File: src/design/fcp_pkg.sv
// Shared constants, types and codes for the framed command parser.
// Used by fcp_buffer, fcp_seq and framed_command_parser; no dependencies.
`timescale 1ns / 1ps
`default_nettype none
package fcp_pkg;

	localparam int BUF_DEPTH = 16;
	localparam int ADDR_W    = $clog2(BUF_DEPTH);
	localparam int CNT_W     = $clog2(BUF_DEPTH + 1);
	localparam int POS_W     = $clog2(BUF_DEPTH + 7);

	localparam int CFG_IDX_W  = 2;
	localparam int CFG_DATA_W = 8;
	localparam int IN_TDATA_W  = 56;
	localparam int OUT_TDATA_W = 80;

	localparam logic [CFG_IDX_W-1:0] REG_START_SYMBOL = 2'd0;
	localparam logic [CFG_IDX_W-1:0] REG_END_SYMBOL   = 2'd1;

	localparam logic [7:0] START_RESET = 8'd35;
	localparam logic [7:0] END_RESET   = 8'd33;

	localparam logic [7:0] CH_P = 8'h50;
	localparam logic [7:0] CH_S = 8'h53;
	localparam logic [7:0] CH_0 = 8'h30;
	localparam logic [7:0] CH_9 = 8'h39;

	localparam logic KIND_APPEND  = 1'b0;
	localparam logic KIND_PROCESS = 1'b1;

	typedef logic [2:0] status_t;
	localparam status_t ST_OK         = 3'd0;
	localparam status_t ST_INCOMPLETE = 3'd1;
	localparam status_t ST_INVALID    = 3'd2;
	localparam status_t ST_CHECKSUM   = 3'd3;
	localparam status_t ST_FORMAT     = 3'd4;

	typedef struct packed {
		status_t status;
		logic    report;
	} res_t;

	typedef struct packed {
		logic       we;
		logic [CFG_IDX_W-1:0] index;
		logic [CFG_DATA_W-1:0] data;
	} cfg_t;

	function automatic logic is_digit(input logic [7:0] c);
		return (c >= CH_0) && (c <= CH_9);
	endfunction

endpackage
`default_nettype wire

File: src/design/fcp_buffer.sv
// Character buffer: one write port, one read port with registered read data.
// Depends on fcp_pkg for depth and address width.
`timescale 1ns / 1ps
`default_nettype none
module fcp_buffer (
	input  wire logic                       clk,
	input  wire logic                       we,
	input  wire logic [fcp_pkg::ADDR_W-1:0] waddr,
	input  wire logic [7:0]                 wdata,
	input  wire logic [fcp_pkg::ADDR_W-1:0] raddr,
	output logic      [7:0]                 rdata
);

	logic [7:0] mem [fcp_pkg::BUF_DEPTH];

	always_ff @(posedge clk) begin
		if (we) begin
			mem[waddr] <= wdata;
		end
		rdata <= mem[raddr];
	end

endmodule
`default_nettype wire

File: src/design/fcp_seq.sv
// Sequencer: buffer fill count, start-symbol scan and frame check, with one
// position compare reused every step. Depends on fcp_pkg.
`timescale 1ns / 1ps
`default_nettype none
module fcp_seq (
	input  wire logic                 clk,
	input  wire logic                 arst_n,
	input  wire fcp_pkg::cfg_t        cfg,
	input  wire logic                 start,
	input  wire logic                 kind,
	input  wire logic [7:0]           byte_value,
	output logic                      idle,
	output logic                      res_valid,
	input  wire logic                 res_take,
	output fcp_pkg::res_t             res,
	output logic [7:0]                gain_p,
	output logic [7:0]                gain_i,
	output logic [7:0]                gain_d
);

	typedef enum logic [2:0] {S_IDLE, S_SCAN_RD, S_SCAN_EV, S_FETCH, S_EVAL, S_DONE} state_t;
	typedef enum logic [2:0] {F_CMD, F_G1, F_G2, F_G3, F_CSUM, F_END} field_t;

	state_t                       state_q;
	field_t                       field_q;
	logic [fcp_pkg::CNT_W-1:0]    cnt_q;
	logic [fcp_pkg::POS_W-1:0]    pos_q;
	logic [7:0]                   start_q, end_q;
	logic [7:0]                   a_q, b_q, acc_q;
	logic                         dig_ok_q, cmd_p_q;
	fcp_pkg::res_t                res_q;
	logic [7:0]                   gp_q, gi_q, gd_q;
	logic [7:0]                   rdata;
	logic                         in_range;
	logic                         buf_we;
	logic [7:0]                   csum_exp;
	logic [7:0]                   acc_next;

	// shared position compare and accumulator
	assign in_range = pos_q < fcp_pkg::POS_W'(cnt_q);
	assign acc_next = acc_q + rdata;
	assign csum_exp = cmd_p_q ? acc_q : fcp_pkg::CH_S;
	assign buf_we   = start && (kind == fcp_pkg::KIND_APPEND)
	                  && (cnt_q < fcp_pkg::CNT_W'(fcp_pkg::BUF_DEPTH));

	fcp_buffer u_buf (
		.clk   (clk),
		.we    (buf_we),
		.waddr (cnt_q[fcp_pkg::ADDR_W-1:0]),
		.wdata (byte_value),
		.raddr (pos_q[fcp_pkg::ADDR_W-1:0]),
		.rdata (rdata)
	);

	assign idle      = (state_q == S_IDLE);
	assign res_valid = (state_q == S_DONE);
	assign res       = res_q;
	assign gain_p    = gp_q;
	assign gain_i    = gi_q;
	assign gain_d    = gd_q;

	always_ff @(posedge clk or negedge arst_n) begin
		if (!arst_n) begin
			state_q  <= S_IDLE;
			field_q  <= F_CMD;
			cnt_q    <= '0;
			pos_q    <= '0;
			start_q  <= fcp_pkg::START_RESET;
			end_q    <= fcp_pkg::END_RESET;
			a_q      <= '0;
			b_q      <= '0;
			acc_q    <= '0;
			dig_ok_q <= 1'b0;
			cmd_p_q  <= 1'b0;
			res_q    <= '0;
			gp_q     <= '0;
			gi_q     <= '0;
			gd_q     <= '0;
		end else begin
			if (cfg.we) begin
				if (cfg.index == fcp_pkg::REG_START_SYMBOL) begin
					start_q <= cfg.data;
				end else if (cfg.index == fcp_pkg::REG_END_SYMBOL) begin
					end_q <= cfg.data;
				end
			end
			unique case (state_q)
				S_IDLE: begin
					if (start) begin
						res_q.report <= 1'b0;
						pos_q        <= '0;
						if (kind == fcp_pkg::KIND_APPEND) begin
							state_q <= S_DONE;
							if (buf_we) begin
								cnt_q        <= cnt_q + fcp_pkg::CNT_W'(1);
								res_q.status <= fcp_pkg::ST_OK;
							end else begin
								res_q.status <= fcp_pkg::ST_INCOMPLETE;
							end
						end else if (cnt_q == '0) begin
							res_q.status <= fcp_pkg::ST_INCOMPLETE;
							state_q      <= S_DONE;
						end else begin
							state_q <= S_SCAN_RD;
						end
					end
				end
				S_SCAN_RD: begin
					if (!in_range) begin
						res_q.status <= fcp_pkg::ST_FORMAT;
						state_q      <= S_DONE;
					end else begin
						state_q <= S_SCAN_EV;
					end
				end
				S_SCAN_EV: begin
					pos_q <= pos_q + fcp_pkg::POS_W'(1);
					if (rdata == start_q) begin
						field_q <= F_CMD;
						state_q <= S_FETCH;
					end else begin
						state_q <= S_SCAN_RD;
					end
				end
				S_FETCH: begin
					if (!in_range) begin
						res_q.status <= fcp_pkg::ST_INCOMPLETE;
						state_q      <= S_DONE;
					end else begin
						pos_q   <= pos_q + fcp_pkg::POS_W'(1);
						state_q <= S_EVAL;
					end
				end
				S_EVAL: begin
					unique case (field_q)
						F_CMD: begin
							if (rdata == fcp_pkg::CH_P) begin
								cmd_p_q  <= 1'b1;
								acc_q    <= fcp_pkg::CH_P;
								dig_ok_q <= 1'b1;
								field_q  <= F_G1;
								state_q  <= S_FETCH;
							end else if (rdata == fcp_pkg::CH_S) begin
								cmd_p_q <= 1'b0;
								field_q <= F_CSUM;
								state_q <= S_FETCH;
							end else begin
								res_q.status <= fcp_pkg::ST_INVALID;
								state_q      <= S_DONE;
							end
						end
						F_G1: begin
							a_q      <= rdata;
							acc_q    <= acc_next;
							dig_ok_q <= dig_ok_q & fcp_pkg::is_digit(rdata);
							field_q  <= F_G2;
							state_q  <= S_FETCH;
						end
						F_G2: begin
							b_q      <= rdata;
							acc_q    <= acc_next;
							dig_ok_q <= dig_ok_q & fcp_pkg::is_digit(rdata);
							field_q  <= F_G3;
							state_q  <= S_FETCH;
						end
						F_G3: begin
							// store the gains before the digit check
							gp_q  <= a_q;
							gi_q  <= b_q;
							gd_q  <= rdata;
							acc_q <= acc_next;
							if (!(dig_ok_q && fcp_pkg::is_digit(rdata))) begin
								res_q.status <= fcp_pkg::ST_FORMAT;
								state_q      <= S_DONE;
							end else begin
								field_q <= F_CSUM;
								state_q <= S_FETCH;
							end
						end
						F_CSUM: begin
							if (rdata != csum_exp) begin
								res_q.status <= fcp_pkg::ST_CHECKSUM;
								state_q      <= S_DONE;
							end else begin
								field_q <= F_END;
								state_q <= S_FETCH;
							end
						end
						F_END: begin
							state_q <= S_DONE;
							if (rdata != end_q) begin
								res_q.status <= fcp_pkg::ST_INCOMPLETE;
							end else begin
								res_q.status <= fcp_pkg::ST_OK;
								res_q.report <= !cmd_p_q;
								cnt_q        <= '0;
							end
						end
						default: begin
							res_q.status <= fcp_pkg::ST_INVALID;
							state_q      <= S_DONE;
						end
					endcase
				end
				S_DONE: begin
					if (res_take) begin
						state_q <= S_IDLE;
					end
				end
				default: state_q <= S_IDLE;
			endcase
		end
	end

endmodule
`default_nettype wire

File: src/design/framed_command_parser.sv
// An append or an empty-buffer parse goes straight to the result; a parse scans positions
// for the start symbol, then fetches and checks the frame bytes one by one.
// One request at a time; the next is taken after the result moves to the output register.
// The buffer's single read port sets the process time.
// Reset (arst_n, async low): empty buffer, gains zero, symbols '#' and '!'.
// Top level: stream ports, input capture and result register; uses fcp_seq.
`timescale 1ns / 1ps
`default_nettype none
module framed_command_parser (
	input  wire logic                              clk,
	input  wire logic                              arst_n,
	input  wire logic                              cfg_we,
	input  wire logic [fcp_pkg::CFG_IDX_W-1:0]     cfg_index,
	input  wire logic [fcp_pkg::CFG_DATA_W-1:0]    cfg_data,
	input  wire logic                              s_axis_tvalid,
	output logic                                   s_axis_tready,
	// byte_value, setpoint_value, plant_output, control_error
	input  wire logic [fcp_pkg::IN_TDATA_W-1:0]    s_axis_tdata,
	// kind
	input  wire logic                              s_axis_tuser,
	output logic                                   m_axis_tvalid,
	input  wire logic                              m_axis_tready,
	// status, gain_p, gain_i, gain_d, report_setpoint, report_output,
	// report_error, zero fill
	output logic      [fcp_pkg::OUT_TDATA_W-1:0]   m_axis_tdata,
	// report_valid
	output logic                                   m_axis_tuser
);

	fcp_pkg::cfg_t  cfg;
	fcp_pkg::res_t  res;
	logic           accept, idle, res_valid, res_take;
	logic [7:0]     gain_p, gain_i, gain_d;
	logic [15:0]    sp_q, po_q, ce_q;
	logic           out_valid_q;
	logic [fcp_pkg::OUT_TDATA_W-1:0] out_data_q;
	logic           out_user_q;

	assign cfg = '{we: cfg_we, index: cfg_index, data: cfg_data};

	assign s_axis_tready = idle;
	assign accept        = s_axis_tvalid && s_axis_tready;
	assign res_take      = res_valid && (!out_valid_q || m_axis_tready);

	fcp_seq u_seq (
		.clk        (clk),
		.arst_n     (arst_n),
		.cfg        (cfg),
		.start      (accept),
		.kind       (s_axis_tuser),
		.byte_value (s_axis_tdata[7:0]),
		.idle       (idle),
		.res_valid  (res_valid),
		.res_take   (res_take),
		.res        (res),
		.gain_p     (gain_p),
		.gain_i     (gain_i),
		.gain_d     (gain_d)
	);

	// hold the controller values of the request
	always_ff @(posedge clk) begin
		if (accept) begin
			sp_q <= s_axis_tdata[23:8];
			po_q <= s_axis_tdata[39:24];
			ce_q <= s_axis_tdata[55:40];
		end
	end

	always_ff @(posedge clk or negedge arst_n) begin
		if (!arst_n) begin
			out_valid_q <= 1'b0;
			out_user_q  <= 1'b0;
			out_data_q  <= '0;
		end else begin
			if (res_take) begin
				out_valid_q <= 1'b1;
				out_user_q  <= res.report;
				out_data_q  <= {5'b0,
				                res.report ? ce_q : 16'h0,
				                res.report ? po_q : 16'h0,
				                res.report ? sp_q : 16'h0,
				                gain_d, gain_i, gain_p, res.status};
			end else if (m_axis_tready) begin
				out_valid_q <= 1'b0;
			end
		end
	end

	assign m_axis_tvalid = out_valid_q;
	assign m_axis_tdata  = out_data_q;
	assign m_axis_tuser  = out_user_q;

`ifndef ASSERT_OFF
	a_report_ok: assert property (@(posedge clk) disable iff (!arst_n)
		m_axis_tvalid && m_axis_tuser |-> m_axis_tdata[2:0] == fcp_pkg::ST_OK)
		else $error("report flagged on a failed request");

	a_report_zero: assert property (@(posedge clk) disable iff (!arst_n)
		m_axis_tvalid && !m_axis_tuser |-> m_axis_tdata[74:27] == '0)
		else $error("report fields not cleared");

	a_busy_after_accept: assert property (@(posedge clk) disable iff (!arst_n)
		accept |=> !s_axis_tready)
		else $error("request taken while busy");

	a_no_overwrite: assert property (@(posedge clk) disable iff (!arst_n)
		out_valid_q && !m_axis_tready |=> $stable(out_data_q) && out_valid_q)
		else $error("waiting result overwritten");
`endif

endmodule
`default_nettype wire

File: config.mk
export PLATFORM = sky130hd
export DESIGN_NAME = framed_command_parser
export DESIGN_NICKNAME = d
export VERILOG_FILES = /design/src/design/fcp_pkg.sv /design/src/design/fcp_buffer.sv /design/src/design/fcp_seq.sv /design/src/design/framed_command_parser.sv
export SDC_FILE = /design/constraint.sdc
export NUM_CORES = 1
export LEC_CHECK = 0
export BUFFER_PORTS_ARGS = -buffer_cell sky130_fd_sc_hd__buf_2
export CORE_MARGIN = 8
export CORE_UTILIZATION = 63
export DETAILED_ROUTE_END_ITERATION = 8
export GPL_ROUTABILITY_DRIVEN = 1
export GPL_TIMING_DRIVEN = 0
export MAX_ROUTING_LAYER = met4
export PLACE_DENSITY = 0.85
export REMOVE_ABC_BUFFERS = 1
export SETUP_SLACK_MARGIN = 0.5
export SYNTH_ARGS = -nofsm -noshare
export SYNTH_HDL_FRONTEND = slang
export SYNTH_SLANG_ARGS = --single-unit
File: constraint.sdc
create_clock -name clk -period 7.25 [get_ports clk]
set_input_delay 0.725 -clock clk [delete_from_list [all_inputs] [get_ports clk]]
set_output_delay 0.725 -clock clk [all_outputs]
set_load 0.05 [all_outputs]
Word level (Yosys, flattened, before mapping). Memory sizes are Yosys's and may differ from the RTL's. A register that Yosys moved wholly into a read port is not among the register bits. Cells that the tools add are included.

Bits of input ports: 72. RAM bits: 128. Memories: 1. Flip-flop bits (word level): 211. Output and inout port bits: 83.

Memory list: u_seq.u_buf.mem (words 16, width 8, rd ports 1, clocked after memory_dff 1, wr ports 1, RTL line fcp_buffer.sv:14) `logic [7:0] mem [fcp_pkg::BUF_DEPTH];`.

Mux-type cells: 59. Magnitude comparators: 4. Bitwise logic cells: 3. Reduce and logical (&&, ||, !) cells: 37. Add/sub/neg operators: 3. Equal/unequal tests: 37.

Operators by type and width (count): 3-bit 2-to-1 mux (22); 16-bit 2-to-1 mux (3); 5-bit 2-to-1 mux (7); 3-bit one-hot mux with 5 select lines (2); 3-bit one-hot mux with 4 select lines (2); 3-bit one-hot mux with 6 select lines (1); 8-bit by 7-bit == test with 1-bit output, second input constant (2); 8-bit 2-to-1 mux (2); 8-bit inequality test (2); 8-bit one-hot mux with 2 select lines (1); 5-bit one-hot mux with 3 select lines (1); 3-bit AND reduction (5); 3-bit by 2-bit == test with 1-bit output, second input constant (4); 3-bit == test, second input constant (4); 1-bit 2-to-1 mux (12); 2-bit by 1-bit inequality test with 1-bit output, second input constant (6); 2-bit inequality test, second input constant (6); 3-bit inequality test, second input constant (4); 6-bit AND reduction (2); 2-bit nonzero test (6); 5-bit by 1-bit adder with 5-bit output, second input constant (2); 5-bit one-hot mux with 2 select lines (1); 10-bit AND reduction (1); 2-bit AND reduction (5); 28 further kinds (40).

Logic depth before layout (Yosys ltp). Gate-level depths: netlist of the first run.

Word-level depth: 8. Mapped depth: 9.

Cells and area by module. Synthesis of the first run repeated with hierarchy kept, for this count alone.

Cell total of the unflattened synthesis: 940. Area total of the unflattened synthesis: 14546.5 um2.

By module, submodules not included: fcp_buffer (cells an instance 229, area an instance 5147.4 um2, instances 1); framed_command_parser (cells an instance 285, area an instance 4834.6 um2, instances 1); fcp_seq (cells an instance 426, area an instance 4564.4 um2, instances 1).

Worst setup path after synthesis of the first run. Ideal clock, no wire load.

Path kind: reg-to-reg. Start point: reg u_seq.state_q[2]. End point: reg u_seq.res_q (netlist bit u_seq.res[0]). Buffers on the path: 1. Cell stages (with the launch flop): 7. Path slack: 3.614 ns. Arrival: 3.511 ns. Cells stage by stage: dfrtp_1 > buf_2 > nor3_1 > nand2_1 > inv_1 > nor2_1 > mux2_2.

Word-level cells in the longest chain between the ends: 4. Elaborated cells on any way between the ends: 9. Those cells by class: eq/ne: 4; mux: 1; reduce/logical: 4.

RTL lines: start, declared (RTL line fcp_seq.sv:24) `state_t state_q;`; start signal, assigned (RTL line fcp_seq.sv:64) `state_q <= S_IDLE;`; start signal, assigned (RTL line fcp_seq.sv:93) `state_q <= S_DONE;`; start signal, assigned (RTL line fcp_seq.sv:102) `state_q <= S_DONE;`; 3-bit zero test (RTL line fcp_seq.sv:55) `assign idle = (state_q == S_IDLE);`; via s_axis_tready (RTL line framed_command_parser.sv:16) `output logic s_axis_tready,`; 1-bit logical AND (RTL line framed_command_parser.sv:42) `assign accept = s_axis_tvalid && s_axis_tready;`; via accept (RTL line framed_command_parser.sv:32) `logic accept, idle, res_valid, res_take;`; 2-bit by 1-bit inequality test with 1-bit output (no line); 4-bit AND reduction (no line); end, declared (RTL line fcp_seq.sv:31) `fcp_pkg::res_t res_q;`.

The timed path passes the listed nets, and every way through them passes these cells. A chain may end at the register's enable or synchronous reset.

Worst setup path after layout of the first run.
Start point: reg u_seq.state_q[2]. End point: mem u_seq.u_buf.mem[3][4], enable pin.

Word-level cells in the longest chain between the ends: 6.

RTL lines: 3-bit zero test (RTL line fcp_seq.sv:55); 1-bit logical AND (RTL line framed_command_parser.sv:42); 1-bit logical AND (RTL line fcp_seq.sv:43) `assign buf_we = start && (kind == fcp_pkg::KIND_APPEND)`; 1-bit logical AND (RTL line fcp_seq.sv:44) `&& (cnt_q < fcp_pkg::CNT_W'(fcp_pkg::BUF_DEPTH));`; 1-bit 2-to-1 mux (RTL line fcp_buffer.sv:17) `if (we) begin`; 1-bit 2-to-1 mux (implied by the code) (RTL line fcp_buffer.sv:18) `mem[waddr] <= wdata;`; end, declared (RTL line fcp_buffer.sv:14).

Every way passes these cells.

==> metrics.md, run 1 <==
| Metric | Value |
|---|---|
| Fin crit share | `47.01%` |
| CTS tree | `built` |
| FMAX | `293.4 MHz` |
| Inserted Clock Buffers | `36` |
| Crit start category | `flop` |
| Fin Setup TNS | `0 ns` |
| Seq/Total Area, Yosys | `66.99%` |
| Die height | `166.3 um` |
| Filler instances | `1374` |
| Vias | `8767` |
| Ports | `155` |
| GRT Residual Overflow | `0` |
| PostCTS Resize Cnt | `0` |
| H-tree depth | `2` |
| Core ar. | `0.02243 mm2` |
| Vias in the first global route | `9116` |
| Yosys reg bits | `347` |
| Final hold vios | `0` |
| Final setup margin | `3.842 ns` |
| TritonCTS Sinks | `347` |
| Cells after Synth | `1062` |
| Largest net degree at the start of global routing | `104` |
| All-Layer GR Usage | `22.44%` |
| Die width | `166.3 um` |
| Number of synthesized flops with an enable pin | `176` |
| CP Class | `flop to flop` |
| LEAKAGE | `7.111 nW` |
| Clock skew | `0.03219 ns` |
| Ys Warns | `0` |
| Final WL | `29.76 mm` |
| Worst Tran Pin Value | `1.338 ns` |
| PortBufs | `149` |
| Fin crit period | `3.408 ns` |
| RSZ-0062 raised after global routing | `no` |
| Vias/cell | `5.802` |
| # DRC | `0` |
| Crit path DAT | `3.51 ns` |
| Distinct cell type count after synthesis | `74` |
| Initial DRC Count | `792` |
| Max IR drop VDD | `0.0002159 V` |
| Layout net count | `1284` |
| Maxcap violations | `0` |
| Gpl congestion | `0.8370` |
| Syn Area/Cell | `13.40 um2` |
| Initial core utilization | `63.41%` |
| Routed Antenna Nets | `0` |
| Initial antenna violation count | `4` |
| Async set-or-reset flop fraction in the synthesized netlist | `46.97%` |
| DPL Wire Length | `19.57 mm` |
| Share of cells above drive strength 1 | `25.61%` |
| DR pass1 iterations | `5` |
| CTS max path bufs | `3` |
| Final Setup Violations | `0` |
| Setup crit end kind | `flop` |
| Area Growth Syn to Fin | `14.63%` |
| Placed insts | `1442` |
| Pre-CTS setup slack | `3.867 ns` |
| Row count | `55` |
| Data required, critical path | `7.36 ns` |
| Main synth FF type | `edfxtp_1` |
| CP max FO | `21` |
| Clock transition at path regs | `0.06 ns` |
| Synth Cell Area | `0.01423 mm2` |
| Die area | `0.02765 mm2` |
| Hold buffers post-CTS | `0` |
| Status | `finished, final reports clean` |
| Clock Latency Late Sink | `0.52 ns` |
| Worst hold path class | `input pin to asynchronous set/reset pin` |
| Setup Buffers After CTS | `0` |
| Root buffer cell | `clkbuf_16` |
| Max-Slew Margin vs Limit | `10.13%` |
| Non-filler cells, final | `1511` |
| First-pass GRT wire length | `48.33 mm` |
| Power per standard cell area | `370.6 mW/mm2` |
| Drt wl/cell | `19.70 um` |
| Slew Viols, Final | `0` |
==> layout by cell type (no fill, tap or decap), types with 4 or more instances in the layout <==
cell,n
mux4_2,40
clkbuf_1,6
edfxtp_1,176
nor2_1,33
a31oi_1,7
o21ai_0,30
xnor2_1,13
bufinv_16,4
nor3_1,10
nand2_1,276
dfrtp_1,155
nand2b_1,7
conb_1,5
a211oi_1,5
xor2_1,18
nor4_1,5
ha_1,16
a21oi_1,10
nand3b_1,6
buf_2,148
clkinv_2,9
clkbuf_16,36
nand3_1,55
mux2_2,33
diode_2,4
dfstp_2,5
inv_1,17
dfxtp_1,8
==> Yosys cell counts, drive strengths merged (3+ instances only) <==
master  instances  area, um2
nand4           3      18.77
edfxtp        176       5285
inv            18      67.56
nor3b           4      52.55
o211ai          3      22.52
a21oi          10      50.05
dfstp           5      131.4
a311o           3      32.53
nand3b          6      45.04
nor3           12      65.06
nor4            5      31.28
mux4           40      900.9
clkbuf         40      230.2
xor2           18      157.7
nand3          55      275.3
dfxtp           8      160.2
a211oi          5      37.54
o21a            3      22.52
mux2           33      371.6
nor2           34      127.6
buf            23      137.6
nor2b           3      18.77
nand2         276       1036
a31oi           7      43.79
o21ai          30      150.1
nand2b          9      63.81
ha             16      200.2
xnor2          13      113.9
dfrtp         158       3954
==> cell type report <==
class	instances	area, um2	area share, %
Antenna cell	4	10.01	0.06138
Clock buffer	45	964.7	5.916
Clock inverter	20	224.0	1.373
Inverter	18	67.56	0.4143
Multi-Input combinational cell	638	4295	26.34
Sequential cell	347	9534	58.47
Tap cell	285	356.6	2.187
Timing Repair Buffer	154	854.6	5.241
==> cells by family after synthesis <==
logic type               after synthesis  synth area share, %
AO/OA/AOI/OAI                         85                3.984
multiplexers                          75                9.085
other                                  1              0.02636
adder cells (fa/ha/maj)               17                1.548
AND/OR/NAND/NOR                      425                13.39
buffers and inverters                 81                3.061
flip-flops                           347                66.99
XOR/XNOR                              31                1.909
==> sequential cells by signal, summed over array words and instances (netlist names) <==
name and cells:
u_seq.gain_d 8, m_axis_tuser 1, u_seq.a_q 8, u_seq.acc_q 8, u_seq.start_q 8, po_q 16, u_seq.gain_p 8, u_seq.b_q 8
u_seq.state_q 3, u_seq.field_q 3, sp_q 16, u_seq.u_buf.rdata 8, u_seq.dig_ok_q 1, m_axis_tdata 75, u_seq.gain_i 8, ce_q 16
u_seq.res 4, u_seq.u_buf.mem 128, u_seq.end_q 8, m_axis_tvalid 1, u_seq.pos_q 5, u_seq.cnt_q 5, u_seq.cmd_p_q 1
==> through the flow <==
stage	utilization [%]	cell area, um2	hold WS (ns)	power, mW
finish	72.69	16310	0.1439	6.043
global route	72.69	16310	0.1747	6.300
CTS	72.64	16300	0.1471	6.068
detailed placement	67.35	15110	0.4503	4.235
global placement	66.75	14980	0.4440	4.147
floorplan	-	13870	0.4294	3.743
==> report_power, final <==
group | switching [mW] | internal, mW
Clock | 0.743 | 1.10
Sequential | 0.302 | 2.36
Combinational | 1.02 | 0.522
Total | 2.07 | 3.98
==> layer usage <==
layer  wire, um  track usage [%]
met1      11610            26.15
met2      15520            38.47
met3       1613            4.160
met4       1024            8.578
met5          0                -
==> worst max-delay path, cell delays in order (launching register included) <==
cell	delay, ns
dfrtp_1	0.59
nor3_1	0.30
nand2_1	0.22
nor3_2	0.55
nand2_1	0.28
nor3_1	1.05
==> path summary, 6_finish.rpt <==
path / from / endpoint / slack, ns / depth (start not counted)
worst max register to register: u_seq.state_q[2] / u_seq.u_buf.mem[3][4] / 3.84 / 5
worst min-delay path: arst_n / m_axis_tdata[41] / 0.14 / 1
min in group clk: s_axis_tdata[27] / po_q[3] / 0.38 / 1
max in group asynchronous: arst_n / u_seq.start_q[1] / 6.22 / 2
worst max-delay path: u_seq.state_q[2] / u_seq.u_buf.mem[3][4] / 3.84 / 5
worst min register to register: m_axis_tdata[50] / m_axis_tdata[50] / 0.46 / 2
No activity file was read; power rests on OpenSTA's default activity.
==> inputs of run 2 (changes only) <==
--- a/config.mk
+++ b/config.mk
@@ -7,12 +7,12 @@
 export LEC_CHECK = 0
 export BUFFER_PORTS_ARGS = -buffer_cell sky130_fd_sc_hd__buf_2
 export CORE_MARGIN = 8
-export CORE_UTILIZATION = 63
+export CORE_UTILIZATION = 58
 export DETAILED_ROUTE_END_ITERATION = 8
 export GPL_ROUTABILITY_DRIVEN = 1
 export GPL_TIMING_DRIVEN = 0
 export MAX_ROUTING_LAYER = met4
-export PLACE_DENSITY = 0.85
+export PLACE_DENSITY = 0.79
 export REMOVE_ABC_BUFFERS = 1
 export SETUP_SLACK_MARGIN = 0.5
 export SYNTH_ARGS = -nofsm -noshare
==> constraint.sdc (replaced) <==
create_clock -name clk -period 3.54 [get_ports clk]
set_input_delay 0.354 -clock clk [delete_from_list [all_inputs] [get_ports clk]]
set_output_delay 0.354 -clock clk [all_outputs]
set_load 0.05 [all_outputs]
==> run 2 against run 1 <==
  * Critical path depth is the same
  * Maximum frequency increased by 19%
  * Largest cell class unchanged
  * Wire length up 2.6%
  * Clock power is 120% higher
  * Cell count grew 4.2%
  * Largest power group unchanged
  * Combinational power is 110% higher
==> metrics.md, run 2 (same netlist as run 1, synthesis figures left out) <==
| Metric | Value |
|---|---|
| Non-filler cells, final | `1574` |
| Top Metal Used | `met4` |
| Status | `finished, final reports clean` |
| FMAX | `349.9 MHz` |
| Clock skew | `0.02300 ns` |
| Ports | `155` |
| Crit start category | `flop` |
| TritonCTS Sinks | `347` |
| Setup Buffers After CTS | `0` |
| First-pass GRT wire length | `49.11 mm` |
| Worst hold path class | `input pin to flop` |
| Initial antenna violation count | `3` |
| Vias/cell | `5.623` |
| Routed Antenna Nets | `0` |
| Final hold vios | `0` |
| Die height | `172.6 um` |
| Clock transition at path regs | `0.06 ns` |
| Data required, critical path | `3.67 ns` |
| CTS tree | `built` |
| PortBufs | `149` |
| Crit path DAT | `2.98 ns` |
| Slew Viols, Final | `0` |
| Largest register FFs | `128` |
| Worst Tran Pin Value | `1.244 ns` |
| FF+latch area | `0.009534 mm2` |
| # DRC | `0` |
| Final WL | `30.53 mm` |
| GRT Residual Overflow | `0` |
| Fin Setup TNS | `0 ns` |
| M1 WL | `12.04 mm` |
| Vias in the first global route | `9136` |
| All-Layer GR Usage | `20.84%` |
| Core ar. | `0.02418 mm2` |
| Fin crit share | `80.73%` |
| Final Setup Violations | `0` |
| Maxcap violations | `0` |
| Area Growth Syn to Fin | `17.91%` |
| Max-Slew Margin vs Limit | `16.91%` |
| Row count | `57` |
| Clock Latency Late Sink | `0.52 ns` |
| DPL Wire Length | `19.13 mm` |
| Area of the multi-input gates | `0.004364 mm2` |
| Metal2 WL | `16.06 mm` |
| Final Util | `69.38%` |
| RSZ-0062 raised after global routing | `no` |
| Setup crit end kind | `flop` |
| LEAKAGE | `7.274 nW` |
| Largest net degree at the start of global routing | `116` |
| Gpl congestion | `0.8547` |
| Pre-CTS setup slack | `0.1241 ns` |
| Max IR drop VDD | `0.0004831 V` |
| Drt wl/cell | `19.40 um` |
| CP Class | `flop to flop` |
| Initial DRC Count | `833` |
| Tot Pwr | `12.68 mW` |
| Power per standard cell area | `756.0 mW/mm2` |
| Inserted Clock Buffers | `36` |
| Filler instances | `1583` |
| Commonest non-fill, non-tap cell in the layout | `nand2_1` |
| Most frequent cells in the layout | `nand2_1 (276), edfxtp_1 (176), dfrtp_1 (155)` |
| Largest reg by FF count | `u_seq.u_buf.mem` |
| CP max FO | `21` |
| Routed wl met3 | `1.444 mm` |
| Die area | `0.02980 mm2` |
| Placed insts | `1482` |
| Share of cells above drive strength 1 | `26.22%` |
| Layout net count | `1309` |
| DR pass1 iterations | `5` |
| Die width | `172.6 um` |
| CTS max path bufs | `3` |
| H-tree depth | `2` |
| Vias | `8850` |
| Final setup margin | `0.6822 ns` |
| Initial core utilization | `58.84%` |
| Fin crit period | `2.858 ns` |
| Root buffer cell | `clkbuf_16` |
-- run 2: cell count changes in the layout (fill, tap and decap cells not counted), sizes merged, moves of 2 or more --
cell	before	now
clkinv	12	8
dlygate4sd3	0	24
bufinv	4	6
clkbuf	45	49
-- run 2: cell type report --
| cell class | count | area share, % |
|---|---|---|
| flip-flops and latches | 347 | 56.84 |
| well taps | 324 | 2.417 |
| inverters | 18 | 0.4028 |
| clock inverters | 16 | 1.455 |
| diodes | 3 | 0.04476 |
| multi-input cells | 638 | 26.02 |
| clock buffers | 49 | 6.087 |
| repair buffers | 179 | 6.736 |
-- run 2: timing repair --
| item | 4_1_cts | 5_1_grt |
|---|---|---|
| endpoints found under the setup margin | 68 | 129 |
| hold buffers | 22 | 2 |
| endpoints found under the hold margin | 69 | 2 |
| resized for setup | 7 | 11 |
| gates cloned | 0 | 0 |
-- run 2: report_power, final --
part	switching [mW]	internal (mW)	leakage, nW
logic	2.13	1.11	2.80
clock network	1.50	2.47	0.617
registers	0.640	4.83	3.85
-- run 2: routing by layer --
| layer | vias up | global-route usage [%] |
|---|---|---|
| met2 | 297 | 35.81 |
| li1 | 4077 | - |
| met3 | 74 | 3.507 |
| met5 | - | - |
| met4 | 0 | 8.336 |
| met1 | 4402 | 24.21 |
-- run 2: worst max-delay path, stage by stage (launching register included) --
cell	delay, ns
dfrtp_1	0.61
nor3_1	0.31
nand2_1	0.25
nor3_4	0.41
nand2_1	0.26
nor3_2	0.62
-- run 2: worst paths after layout --
kind | endpoint | from | depth (start not counted) | slack (ns)
max in group asynchronous | u_seq.b_q[4] | arst_n | 3 | 2.29
min in group asynchronous | m_axis_tdata[54] | arst_n | 2 | 0.34
setup reg to reg | u_seq.u_buf.mem[2][0] | u_seq.state_q[2] | 5 | 0.68
setup / recovery | u_seq.u_buf.mem[2][0] | u_seq.state_q[2] | 5 | 0.68
hold reg to reg | m_axis_tdata[32] | sp_q[5] | 2 | 0.46
hold / removal | ce_q[15] | s_axis_tdata[55] | 1 | 0.02
-- run 2: through the flow --
step	cell area [um2]	hold slack [ns]
after floorplan	13870	0.05841
after global placement	15020	0.4433
after detailed placement	15190	0.2964
after CTS	16710	0.00003822
after global routing	16770	0.0001266
final	16770	0.01868
